--- src/hdl/mfa_ram.sv ---
// -----------------------------------------------------------------------------
// mfa_ram: generic single-write, single-read memory
// One write port and one read port; read data registered.
// -----------------------------------------------------------------------------
module mfa_ram #(
  parameter int WIDTH = 16,
  parameter int DEPTH = 256
) (
  input  logic                     clk,
  input  logic                     wr_en,
  input  logic [$clog2(DEPTH)-1:0] wr_addr,
  input  logic [WIDTH-1:0]         wr_data,
  input  logic [$clog2(DEPTH)-1:0] rd_addr,
  output logic [WIDTH-1:0]         rd_data
);

  logic [WIDTH-1:0] mem [DEPTH];

  always_ff @(posedge clk) begin
    if (wr_en) begin
      mem[wr_addr] <= wr_data;
    end
    rd_data <= mem[rd_addr];
  end

endmodule

--- config.mk ---
export PLATFORM = sky130hd
export DESIGN_NAME = mfa_ram
export DESIGN_NICKNAME = d
export VERILOG_FILES = /design/src/hdl/mfa_ram.sv
export SDC_FILE = /design/constraint.sdc
export NUM_CORES = 2
export LEC_CHECK = 0
export ABC_CLOCK_PERIOD_IN_PS = 4200
export BUFFER_PORTS_ARGS = -buffer_cell sky130_fd_sc_hd__clkbuf_2
export CORE_MARGIN = 2
export CORE_UTILIZATION = 45
export CTS_CLUSTER_SIZE = 12
export DETAILED_ROUTE_END_ITERATION = 10
export GPL_TIMING_DRIVEN = 0
export PLACE_DENSITY = 0.59
export RECOVER_POWER = 100
export SYNTH_ARGS = -nofsm -noshare
export SYNTH_HDL_FRONTEND = slang
export SYNTH_SLANG_ARGS = --single-unit
export TNS_END_PERCENT = 30
--- constraint.sdc ---
create_clock -name clk -period 4.2 [get_ports clk]
set_input_delay 1.05 -clock clk [delete_from_list [all_inputs] [get_ports clk]]
set_output_delay 1.05 -clock clk [all_outputs]
set_load 0.05 [all_outputs]
==> results.txt <==
Routed Antenna Nets - 0
Cells after Synth - 7360
Fin area - 180000 um2
CTS tree - done
Top area cells in the synthesized netlist - edfxtp_1 77%, mux4_2 11%, mux2i_1 3.6%, o221ai_1 1.4%, nor2_1 0.72%
RSZ-0062 raised after global routing - yes
Max-slew violation count - 2389
Worst Tran Pin Value - 3.79 ns
Most instantiated library cell after synthesis - edfxtp_1
CP Cell Sequence - clkbuf_1 > nor2b_1 > clkbuf_1 > nand3_1 > clkbuf_1 > clkbuf_1 > nor2_1 > clkbuf_4
CTS Buf Count - 419
Drt total wl - 505 mm
Post-synth EDFFs - 4096
Clk_lat worst skew - 0.97 ns
Rel. slew slack - -153%
Synth area leader - edfxtp_1
Prevailing post-synth register cell - edfxtp_1
DRC violations left - 0
TritonCTS Sinks - 4112
Final setup skew - 0.0542 ns
Share of post-route cells with drive strength above 1 - 22.8%
Final worst setup slack - -0.388 ns
Worst VDD drop - 0.000392 V
Clock share of power - 40.8%
Net Sw Frac - 22.5%
Minimum clock period - 4.59 ns
Initial Util - 45.1%
Syn_nets - 7394
Core region area - 352000 um2
Maxcap violations - 50
Port bufs - 39
Worst path slowest cell - clkbuf_1
Post-Syn Area - 159000 um2
Placer congestion estimate - 1.02
FFs w/ async S/R, synth - 0%
Pwr Total - 85300 uW
Die area - 357000 um2
Crit path DAT - 5.25 ns
Ports - 50
Failing checks - max-capacitance violations, max-slew violations, negative setup slack
First-pass detailed-route iteration total - 6
Crit start category - primary input
Data required, critical path - 4.86 ns
Post-synth top area share - 77.5%
Final nets - 8126
Reg2reg setup slack - 1.15 ns
YS warnings - 0
Postcts setup bufs - 0
Status - finished, violations left
DIE WIDTH - 598 um
Syn avg cell area - 21.6 um2
Final period utilization - 109%
Routed vias - 83550
Critical Path End Type - flip-flop
Critical Path Most Common Cell - clkbuf_1
Final setup fails - 715
Initial antenna violation count - 36
Pin count of the biggest net entering global routing - 141
Library cells used by synthesis - 52
Clock root cell - clkbuf_16
Worst stage delay on the critical path - 1.33 ns
Routed len/inst - 38.8 um
Synth top cells by count - 4096 x edfxtp_1, 797 x mux4_2, 565 x mux2i_1, 304 x nor2_1, 252 x o221ai_1
Vias in the first global route - 80633
DRT iter0 DRCs - 13112
First-pass GRT wire length - 677 mm
Setup TNS - -77.39 ns
Sequential element share of the synthesized area - 77.7%
Die Ht - 598 um
Dpl ws - -3.15 ns
Total grt overflow - 0
Hold_buf cts - 0
Tot GR Track Use - 27.9%
DPL Wire Length - 347 mm
Final Hold Viols - 0
Fmax - 0.218 GHz
Clk buf depth - 4
Switching pwr - 19200 uW
Depth of the CTS H-tree - 5
#FFs+latches synth - 4112
Final Util - 51.1%
PD cells - 474 nW/um2
Clk slew on worst S/H paths - 0.06 ns
Hold Crit Class - primary input to flip-flop
Site row count - 218
Flop pwr share - 53.2%
Pleak - 0.0563 uW
Synth-to-layout area growth - 13.3%
Placed cell areas - 170000 um2
Max Fanout on Critical Path - 13
Int Pwr - 66100 uW
Critical path type - primary input to flip-flop
Via density - 6.42
Gate power share - 6.0%
power groups by stage:
stage                     clock (uW)  sequential [uW]  combinational (uW)
after floorplan                    0            46200                2230
after global placement             0            46400                4810
after detailed placement           0            46100                5050
after CTS                      35100            45300                5140
after global routing           36700            45300                5240
final                          34800            45300                5150
worst paths after layout:
path                            cells past startpoint    startpoint          end
worst max-delay path                                8    wr_addr[3]  mem[70][11]
worst min-delay path                                1   wr_data[13]  mem[94][13]
worst max register to register                      6  mem[128][12]  rd_data[12]
worst min register to register                      6   mem[218][6]   rd_data[6]
routing by layer:
layer | routed length [um] | GRT usage, %
met1 | 194000 | 38.8
met2 | 224000 | 41.1
met3 | 60400 | 8.05
met4 | 25500 | 12.1
met5 | 80 | 0
kinds of logic (layout without fill, tap and decap cells):
group	Yosys count	in the layout	synth area share (%)
flip-flops	4112	4112	77.7
AND/OR/NAND/NOR	556	556	1.57
buffers and inverters	456	1473	1.69
AO/OA/AOI/OAI	786	786	3.54
multiplexers	1450	1450	15.5
other	0	17	0
registers in the layout, summed over array words and instances, names as in the netlist:
name     flops
mem       4096
rd_data     16
through the flow:
| stage | cells | hold slack [ns] |
|---|---|---|
| 6_report | 13014 | 0.639 |
| 5_1_grt | 13002 | 0.661 |
| 4_1_cts | 12997 | 0.359 |
| 3_5_place_dp | 12292 | 1.17 |
| 3_3_place_gp | 12019 | 1.14 |
| 2_1_floorplan | 7360 | 0.854 |
critical path, delay by kind of cell:
kind / cells / cell delay [ns]
buffers and inverters: 5 / 3.19
AND/OR/NAND/NOR: 3 / 0.94
cells in the final DEF (no fill, tap or decap), drive strengths merged, types with 4 or more instances in the layout:
master and n:
edfxtp 4096, clkbuf 1041, mux4 797, mux2i 565, nor2 304, buf 262
o221ai 253, a21oi 175, o22ai 148, clkinv 126, nor3 92, mux2 88
a22oi 43, nand2 38, o21ai 38, nand3 35, a22o 32, a221oi 28
nand4 26, o32ai 21, a211oi 18, nor4 18, diode 17, dfxtp 16
o31ai 16, bufinv 13, inv 12, and3 11, nor2b 9, clkdlybuf4s15 8
a2111oi 6, a31oi 6, or2 5, clkinvlp 4
layout make-up:
type / instances / area [um2]
multi-input combinational: 2792 / 33400
antenna: 17 / 42.5
sequential: 4112 / 123000
tap: 4620 / 5780
fill: 27799 / 172000
inverter: 4 / 15.0
clock buffer: 555 / 11200
clock inverter: 151 / 1250
timing repair buffer: 313 / 2010
buffer: 450 / 2840
what timing repair did:
action / 4_1_cts / 5_1_grt
pin swaps: 3 / 0
endpoints found under the setup margin: 16 / 16
hold endpoints to repair: 0 / 0
resized for setup: 153 / 63
No activity file was read; power rests on OpenSTA's default activity.
